$ cat src/sv/soc_pkg.sv
// ----------------------------------------------------------------------------
// soc_pkg
// shared types and constants for the substring occurrence counter
// ----------------------------------------------------------------------------
package soc_pkg;

   localparam int LETTER_W = 5;
   localparam int REQ_W = 2;
   localparam int COUNT_OUT_W = 17;

   localparam int SOC_PAT_MAX = 64;
   localparam longint unsigned SOC_COUNT_MAX = 64'd65536;

   typedef enum logic [REQ_W-1:0] {
      REQ_CLEAR  = 2'd0,
      REQ_APPEND = 2'd1,
      REQ_TEXT   = 2'd2,
      REQ_REPORT = 2'd3
   } soc_req_code_type;

   // data handed from one cell to the next
   typedef struct packed {
      logic [LETTER_W-1:0] pat_letter;
      logic                pat_valid;
      logic [LETTER_W-1:0] txt_letter;
      logic                txt_valid;
   } soc_link_type;

   // control broadcast to every cell
   typedef struct packed {
      logic clear;
      logic shift_pat;
      logic shift_txt;
   } soc_cell_ctrl_type;

endpackage

$ cat src/sv/soc_req_if.sv
// ----------------------------------------------------------------------------
// soc_req_if
// request channel: valid/ready handshake with request code and letter
// ----------------------------------------------------------------------------
interface soc_req_if
   import soc_pkg::*;
();
   logic                valid;
   logic                ready;
   logic [REQ_W-1:0]    req_type;
   logic [LETTER_W-1:0] letter_code;

   modport source (output valid, output req_type, output letter_code, input ready);
   modport sink (input valid, input req_type, input letter_code, output ready);
endinterface

$ cat src/sv/soc_rsp_if.sv
// ----------------------------------------------------------------------------
// soc_rsp_if
// response channel: valid/ready handshake with count and truncation flag
// ----------------------------------------------------------------------------
interface soc_rsp_if
   import soc_pkg::*;
();
   logic                   valid;
   logic                   ready;
   logic [COUNT_OUT_W-1:0] match_count;
   logic                   pattern_truncated;

   modport source (output valid, output match_count, output pattern_truncated, input ready);
   modport sink (input valid, input match_count, input pattern_truncated, output ready);
endinterface

$ cat src/sv/soc_cell.sv
// ----------------------------------------------------------------------------
// soc_cell
// one position of the matcher: a reversed pattern letter and a window letter,
// both shifted on from the neighbor, and a comparator between them
// ----------------------------------------------------------------------------
module soc_cell
   import soc_pkg::*;
(
   input  logic              clock,
   input  logic              reset,
   input  soc_cell_ctrl_type ctrl,
   input  soc_link_type      link_prev,
   output soc_link_type      link_next,
   output logic              mismatch
);

   logic [LETTER_W-1:0] pat_ff, pat_in;
   logic [LETTER_W-1:0] txt_ff, txt_in;
   logic                pv_ff, pv_in;
   logic                tv_ff, tv_in;

   always_comb begin
      pat_in = ctrl.shift_pat ? link_prev.pat_letter : pat_ff;
      txt_in = ctrl.shift_txt ? link_prev.txt_letter : txt_ff;
      pv_in  = pv_ff;
      tv_in  = tv_ff;
      if (ctrl.clear) begin
         pv_in = 1'b0;
         tv_in = 1'b0;
      end else begin
         if (ctrl.shift_pat) begin
            pv_in = link_prev.pat_valid;
         end
         if (ctrl.shift_txt) begin
            tv_in = link_prev.txt_valid;
         end
      end
   end

   always_ff @(posedge clock) begin
      pat_ff <= pat_in;
      txt_ff <= txt_in;
   end

   always_ff @(posedge clock) begin
      if (reset) begin
         pv_ff <= 1'b0;
         tv_ff <= 1'b0;
      end else begin
         pv_ff <= pv_in;
         tv_ff <= tv_in;
      end
   end

   // an active pattern position fails on an empty or differing window slot
   assign mismatch = pv_ff && (!tv_ff || (txt_ff != pat_ff));

   assign link_next.pat_letter = pat_ff;
   assign link_next.pat_valid  = pv_ff;
   assign link_next.txt_letter = txt_ff;
   assign link_next.txt_valid  = tv_ff;

endmodule

$ cat src/sv/substring_occurrence_counter.sv
// ----------------------------------------------------------------------------
// substring_occurrence_counter
// counts overlapping occurrences of a loaded pattern in a letter stream
// ----------------------------------------------------------------------------
//  channel  dir  handshake            word
//  req      in   req.valid/req.ready  req_type, letter_code
//  rsp      out  rsp.valid/rsp.ready  match_count, pattern_truncated
//
//  one request word per cycle while req.ready is high; the cell row shifts on
//  accept and the match check and count update follow in the cycle after
//  a report answer is registered in s2_report, then in the response register
//  req.ready drops only while a second report waits behind an untaken answer
//  synchronous reset clears the valid bits of every cell, count and flag
// ----------------------------------------------------------------------------
module substring_occurrence_counter
   import soc_pkg::*;
#(
   parameter int              PAT_MAX   = SOC_PAT_MAX,
   parameter longint unsigned COUNT_MAX = SOC_COUNT_MAX
) (
   input  logic          clock,
   input  logic          reset,
   soc_req_if.sink       req,
   soc_rsp_if.source     rsp
);

   localparam int CNT_W = $clog2(COUNT_MAX + 64'd1);

   soc_link_type      link [PAT_MAX+1];
   logic [PAT_MAX-1:0] mism;
   soc_cell_ctrl_type ctrl;

   logic accept;
   logic pat_full;
   logic s2_go;

   logic             s2_text_ff, s2_text_in;
   logic             s2_report_ff, s2_report_in;
   logic [CNT_W-1:0] count_ff, count_in;
   logic             trunc_ff, trunc_in;
   logic             rsp_valid_ff, rsp_valid_in;
   logic [CNT_W-1:0] rsp_count_ff, rsp_count_in;
   logic             rsp_trunc_ff, rsp_trunc_in;

   assign s2_go    = !(s2_report_ff && rsp_valid_ff && !rsp.ready);
   assign req.ready = s2_go;
   assign accept   = req.valid && s2_go;
   assign pat_full = link[PAT_MAX].pat_valid;

   assign ctrl.clear     = accept && (req.req_type == REQ_CLEAR);
   assign ctrl.shift_pat = accept && (req.req_type == REQ_APPEND) && !pat_full;
   assign ctrl.shift_txt = accept && (req.req_type == REQ_TEXT);

   assign link[0].pat_letter = req.letter_code;
   assign link[0].pat_valid  = 1'b1;
   assign link[0].txt_letter = req.letter_code;
   assign link[0].txt_valid  = 1'b1;

   for (genvar k = 0; k < PAT_MAX; k++) begin : g_cell
      soc_cell u_cell (
         .clock     (clock),
         .reset     (reset),
         .ctrl      (ctrl),
         .link_prev (link[k]),
         .link_next (link[k+1]),
         .mismatch  (mism[k])
      );
   end

   always_comb begin
      s2_text_in   = s2_text_ff;
      s2_report_in = s2_report_ff;
      if (s2_go) begin
         s2_text_in   = accept && (req.req_type == REQ_TEXT);
         s2_report_in = accept && (req.req_type == REQ_REPORT);
      end

      count_in = count_ff;
      if (ctrl.clear) begin
         count_in = '0;
      end else if (s2_text_ff && !(|mism) && (count_ff < CNT_W'(COUNT_MAX))) begin
         count_in = count_ff + CNT_W'(1);
      end

      trunc_in = trunc_ff;
      if (ctrl.clear) begin
         trunc_in = 1'b0;
      end else if (accept && (req.req_type == REQ_APPEND) && pat_full) begin
         trunc_in = 1'b1;
      end

      rsp_valid_in = rsp_valid_ff && !rsp.ready;
      rsp_count_in = rsp_count_ff;
      rsp_trunc_in = rsp_trunc_ff;
      if (s2_report_ff && s2_go) begin
         rsp_valid_in = 1'b1;
         rsp_count_in = count_ff;
         rsp_trunc_in = trunc_ff;
      end
   end

   always_ff @(posedge clock) begin
      if (reset) begin
         s2_text_ff   <= 1'b0;
         s2_report_ff <= 1'b0;
         count_ff     <= '0;
         trunc_ff     <= 1'b0;
         rsp_valid_ff <= 1'b0;
      end else begin
         s2_text_ff   <= s2_text_in;
         s2_report_ff <= s2_report_in;
         count_ff     <= count_in;
         trunc_ff     <= trunc_in;
         rsp_valid_ff <= rsp_valid_in;
      end
   end

   always_ff @(posedge clock) begin
      rsp_count_ff <= rsp_count_in;
      rsp_trunc_ff <= rsp_trunc_in;
   end

   assign rsp.valid             = rsp_valid_ff;
   assign rsp.match_count       = COUNT_OUT_W'(rsp_count_ff);
   assign rsp.pattern_truncated = rsp_trunc_ff;

endmodule

$ cat src/flat_wrapper.sv
// flat-port wrapper written by rule: the top's interface ports become plain ports
module substring_occurrence_counter_flat import soc_pkg::*;
#(
   parameter int              PAT_MAX   = SOC_PAT_MAX,
   parameter longint unsigned COUNT_MAX = SOC_COUNT_MAX
)
  (clock, reset, req_valid, req_req_type, req_letter_code, req_ready, rsp_valid, rsp_match_count, rsp_pattern_truncated, rsp_ready);
  soc_req_if req_i ();
  soc_rsp_if rsp_i ();
  input  logic clock;
  input  logic reset;
  input wire logic [$bits(req_i.valid)-1:0] req_valid;
  input wire logic [$bits(req_i.req_type)-1:0] req_req_type;
  input wire logic [$bits(req_i.letter_code)-1:0] req_letter_code;
  output wire logic [$bits(req_i.ready)-1:0] req_ready;
  output wire logic [$bits(rsp_i.valid)-1:0] rsp_valid;
  output wire logic [$bits(rsp_i.match_count)-1:0] rsp_match_count;
  output wire logic [$bits(rsp_i.pattern_truncated)-1:0] rsp_pattern_truncated;
  input wire logic [$bits(rsp_i.ready)-1:0] rsp_ready;
  assign req_i.valid = req_valid;
  assign req_i.req_type = req_req_type;
  assign req_i.letter_code = req_letter_code;
  assign req_ready = req_i.ready;
  assign rsp_valid = rsp_i.valid;
  assign rsp_match_count = rsp_i.match_count;
  assign rsp_pattern_truncated = rsp_i.pattern_truncated;
  assign rsp_i.ready = rsp_ready;
  substring_occurrence_counter #(.PAT_MAX(PAT_MAX), .COUNT_MAX(COUNT_MAX)) u_core (.clock(clock), .reset(reset), .req(req_i), .rsp(rsp_i));
endmodule
$ cat config.mk
export PLATFORM = sky130hd
export DESIGN_NAME = substring_occurrence_counter_flat
export DESIGN_NICKNAME = d
export VERILOG_FILES = /design/src/sv/soc_pkg.sv /design/src/sv/soc_req_if.sv /design/src/sv/soc_rsp_if.sv /design/src/sv/soc_cell.sv /design/src/sv/substring_occurrence_counter.sv /design/src/flat_wrapper.sv
export SDC_FILE = /design/constraint.sdc
export NUM_CORES = 1
export LEC_CHECK = 0
export BUFFER_PORTS_ARGS = -buffer_cell sky130_fd_sc_hd__buf_2
export CAP_MARGIN = 40
export CORE_MARGIN = 2
export CORE_UTILIZATION = 48
export DETAILED_ROUTE_END_ITERATION = 8
export HOLD_SLACK_MARGIN = 0.05
export PLACE_DENSITY = 0.7
export RECOVER_POWER = 50
export SYNTH_ARGS = -nofsm -noshare
export SYNTH_HDL_FRONTEND = slang
export SYNTH_SLANG_ARGS = --single-unit
$ cat constraint.sdc
create_clock -name clock -period 15.26 [get_ports clock]
set_clock_uncertainty 0.15 [all_clocks]
set_input_delay 0.763 -clock clock [delete_from_list [all_inputs] [get_ports clock]]
set_output_delay 0.763 -clock clock [all_outputs]
set_load 0.1 [all_outputs]
======== Word-level counts from Yosys, hierarchy flattened ========
Index checks and enable logic that the tools add are counted.
storage, ports and cells
  flip-flop bits (word level) ............. 807
  ROM bits ................................ 0
  latch bits .............................. 0
  input port bits ......................... 11
  memories ................................ 0
  word-level logic and storage cells ...... 545
  RAM bits ................................ 0
  output and inout port bits .............. 20
cells by class
  order comparisons ....................... 1
  reduce and logical (&&, ||, !) cells .... 212
  equal/unequal tests ..................... 67
  multiply operators ...................... 0
  multiplexer cells ....................... 1
  shift operators ......................... 0
  add/subtract/negate cells ............... 1
  divide/modulo/power cells ............... 0
  bitwise operators ....................... 0
operators by type and width
  cell                   count
  $ne 5x5->1             64
  $logic_and 1x1->1      77
  $logic_not 1->1        68
  $logic_or 1x1->1       64
  $reduce_or 64->1       1
  $add 17x1->17 const B  1
  $lt 17x17->1 const B   1
  $eq 2x2->1 const B     2
  $eq 2x1->1 const B     1
  $logic_not 2->1        1
  $reduce_or 2->1        1
  $mux 1                 1

======== Depth between registers and ports, before layout ========
  word-level depth ........................ 7
  gate-level depth with buffers ........... 10
  depth with buffers taken out ............ 8

======== Modules after synthesis ========
Synthesis repeated with hierarchy kept, for this count alone.
unflattened totals
  cells, all modules ...................... 1,850
  area total of the unflattened synthesis .. 30,381.6 um^2
by module, submodules not included
  module                        area each (um^2)  times used  cells each  sequential area each (um^2)
  soc_cell                      445.4             64          26          340.3
  substring_occurrence_counter  1,874.3           1           186         960.9

======== Worst setup path before layout ========
OpenSTA, ideal clock, no wires.
  kind .................................... reg2reg
  from .................................... register u_core.rsp_valid_ff (netlist: u_core.rsp.valid)
  to ...................................... register u_core.g_cell[0].u_cell.txt_ff[0], enable pin
  stages on the path, launching flop included .. 8
  slack ................................... 3.393 ns
  buffers on the path ..................... 1
  arrival time ............................ 10.905 ns
  clock period less this slack ............ 11.867 ns
  library setup time ...................... 0.812 ns
  data required time ...................... 14.298 ns
  cells stage by stage .................... dfxtp_1 nor2b_1 nand2_1 nand2_1 nor2_1 nand2_1 inv_1 clkbuf_1
RTL lines
  element                   line                                 text
  start: declaration        substring_occurrence_counter.sv:41   logic rsp_valid_ff, rsp_valid_in;
  start signal: assignment  substring_occurrence_counter.sv:114  rsp_valid_ff <= rsp_valid_in;
  end signal: assignment    soc_cell.sv:42                       txt_ff <= txt_in;
  end: declaration          soc_cell.sv:18                       logic [LETTER_W-1:0] txt_ff, txt_in;

======== Worst setup path after layout ========
  from .................................... register u_core.rsp_valid_ff (netlist: u_core.rsp.valid)
  to ...................................... register u_core.g_cell[55].u_cell.tv_ff
on the way
  cells in the longest elaborated chain, start to end .. 6
  elaborated cells between the ends (all ways) .. 7
  classes of those cells .................. reduce/logical: 7
RTL lines
  element                           line                                text
  $logic_and 1x1->1 * (2 in a row)  substring_occurrence_counter.sv:45  assign s2_go = !(s2_report_ff && rsp_valid_ff && !rsp.ready);
  $logic_not 1->1 *                 substring_occurrence_counter.sv:45
  $logic_and 1x1->1 *               substring_occurrence_counter.sv:47  assign accept = req.valid && s2_go;
  $logic_and 1x1->1                 substring_occurrence_counter.sv:50  assign ctrl.clear = accept && (req.req_type == REQ_CLEAR);
  $reduce_or 2->1 (no line)         -
  end signal: assignment            soc_cell.sv:51                      tv_ff <= tv_in;
  end: declaration                  soc_cell.sv:20                      logic tv_ff, tv_in;
Every way passes the cells marked *; elsewhere a longest branch is shown, timed or not.
A chain may end at the register's enable or synchronous reset.

==> results.ini <==
[synthesis]
synthCells=1871
async_reset_ff_share_pct=0
synthTopCellsByCount=edfxtp_1 (658), nand2_1 (341), xnor2_1 (320), dfxtp_1 (149), a21oi_1 (129)
synth_edf_count=658
ys_warn_count=0
synth.avg_cell_area_um2=15.5
synth_seq_cells=807
post-synth-top-count-cell=edfxtp_1
syn-cell-area_mm2=0.0290
netlist-cell-type-count=30
yosysTopAreaCellShare_pct=68.1
netlist.top_cell.by_area=edfxtp_1
synth.area.top_cells=edfxtp_1 (68%), dfxtp_1 (10%), xnor2_1 (9.7%)
synth.yosys.seq_area_share_pct=78.4
synth.net_count=1883
synth_flop_cell=edfxtp_1

[floorplan]
die_area_mm2=0.0624
pin_count=31
die_y_um=250
design.core.area_mm2=0.0600
start_util_pct=48.3
die_x_um=250
rows=90

[placement]
port_buffers=30
hpwl_um=30300
placed_area_mm2=0.0301
place_ws_ns=11.36
gp_congestion=0.808

[setup_path]
cp_cell_sequence=nor2b_1 -> nand2_1 -> nand2_1 -> nor2_1 -> nand2_2 -> clkbuf_1 -> clkinvlp_2 -> buf_4 -> buf_4 -> nand2_1 -> a21oi_1
startpoint_type=flop
cp_slowest_cell=clkinvlp_2
crit_type=flop to flop
critical-path-max-stage-delay_ns=2.86
worstPathMaxFanout=65
end_kind=flop
cp.arrival_ns=8.45
path_common_cell=nand2_1
cp.required_ns=15.39

[timing]
period_share_pct=54.6
whs_ns=0.201
slew_violations=293
fmax_mhz=120
rsz0062_at_grt=no
setup_viol=0
layout_min_cycle_time_ns=8.33
setup_ws_ns=6.93
worst_slew_margin_rel_pct=-236
finalHoldViolations=0
worstMarginPinSlew_ns=5.01
tns_ns=0

[clock_network]
cts_resized=0
clock_sinks=807
cts_buffers=77
path_clk_slew_ns=0.06
cts_root_buffer=clkbuf_16
postCtsHoldBufs=0
clockBufferDepth=3
clk_latency_ns=0.61
htreeDepth=3
post_cts_buffers=0
cts_tree=built

[drt]
drc=0
routed_wl_um=50800
drtAntennaViolNets=0
first_iter_violations=1282
vias=14716
viasPerCell=5.27
firstDrtPassIters=5
routedWlPerCell_um=18.2

[global_route]
grt_pass1_wl_um=79200
track_usage_pct=16.2
overflow=0
grt_max_degree=213
grt_pass1_vias=14865
antenna_found_initial=1

[pwr]
switching_share_pct=19.9
irDropWorstVdd_uv=160
p_sw_mw=0.880
p_per_area_mw_per_mm2=136
intPower_mw=3.55
seq_power_share_pct=55.3
p_comb_share_pct=2.1
p_leak_nw=9.86
p_clk_share_pct=42.6

[layout]
area_growth_pct=12.3
layout.nets=1959
layout-drive-gt1-share_pct=6.76
fin_area_mm2=0.0326

[worst_hold_path]
min_path_type=input port to flop

[job]
cap_violations=4

[outcome]
outcome=finished, violations left
violations=capacitance limit, slew limit

## registers in the layout, indices dropped and copies added (netlist names)
register,cells
u_core.rsp.pattern_truncated,1
u_core.g_cell.u_cell.pv_ff,64
u_core.g_cell.u_cell.pat_ff,320
u_core.trunc_ff,1
u_core.g_cell.u_cell.tv_ff,64
u_core.rsp.match_count,17
u_core.s2_text_ff,1
u_core.g_cell.u_cell.txt_ff,320
u_core.count_ff,17
u_core.s2_report_ff,1
u_core.rsp.valid,1
## layout by cell type, fill, tap and decap left out, types with 11 or more instances in the layout
cell / n
mux2i_1: 11
clkbuf_16: 80
o21ai_0: 33
xnor2_1: 320
o21ai_1: 30
nand4_1: 83
a21oi_1: 129
dfxtp_1: 149
edfxtp_1: 658
clkbuf_1: 49
nor2_1: 13
clkinv_2: 13
nand2_1: 340
## logic make-up after synthesis
| family | synth area share (%) |
|---|---|
| AO/OA/AOI/OAI | 3.49 |
| XOR/XNOR | 9.66 |
| adder cells (fa/ha/maj) | 0.0431 |
| buffers and inverters | 0.759 |
| flip-flops | 78.4 |
| multiplexers | 0.380 |
| AND/OR/NAND/NOR | 7.28 |
## per-stage QoR
| step | utilization, % | power [mW] | cells |
|---|---|---|---|
| 2_1_floorplan | - | 2.57 | 1871 |
| 3_3_place_gp | 50.1 | 2.58 | 2647 |
| 3_5_place_dp | 50.2 | 2.59 | 2650 |
| 4_1_cts | 54.4 | 4.47 | 2794 |
| 5_1_grt | 54.3 | 4.57 | 2794 |
| 6_report | 54.3 | 4.43 | 2795 |
## routing by layer
layer / share of wire, % / GRT usage, % / wire length [um]
met5: 0 / 0 / 0
met4: 2.6 / 5.46 / 1330
met3: 5.4 / 3.59 / 2750
met2: 50 / 27.2 / 25300
met1: 42 / 20.8 / 21400
## worst max-delay path: cells and delay by family (launching register included)
family | cells | cell delay [ns]
compound gates | 1 | 0.08
buf+inv | 4 | 6.49
flops | 1 | 0.33
simple gates | 6 | 0.83
## layout make-up
cell class | instances | area (um2)
flip-flops and latches | 807 | 22700
well taps | 782 | 978
clock inverters | 30 | 295
inverters | 6 | 25.0
fillers | 4746 | 27400
clock buffers | 114 | 2220
repair buffers | 44 | 274
diodes | 1 | 2.50
multi-input cells | 1011 | 6060
## power by group through the flow
| stage | logic (mW) | clock network (mW) | registers [mW] |
|---|---|---|---|
| final | 0.0934 | 1.89 | 2.45 |
| after global routing | 0.102 | 2.01 | 2.45 |
| after CTS | 0.0959 | 1.93 | 2.45 |
| after global placement | 0.0922 | 0 | 2.49 |
| after floorplan | 0.0665 | 0 | 2.50 |
| after detailed placement | 0.0953 | 0 | 2.49 |
## worst paths after layout
| kind | from | to | slack, ns | cells after the start |
|---|---|---|---|---|
| worst min register to register | u_core.trunc_ff | u_core.rsp.pattern_truncated | 0.29 | 0 |
| worst max register to register | u_core.rsp.valid | u_core.g_cell[55].u_cell.tv_ff | 6.93 | 11 |
| worst min-delay path | req_letter_code[2] | u_core.g_cell[0].u_cell.pat_ff[2] | 0.20 | 1 |
| worst max-delay path | u_core.rsp.valid | u_core.g_cell[55].u_cell.tv_ff | 6.93 | 11 |
(Power assumes the default switching activity.)
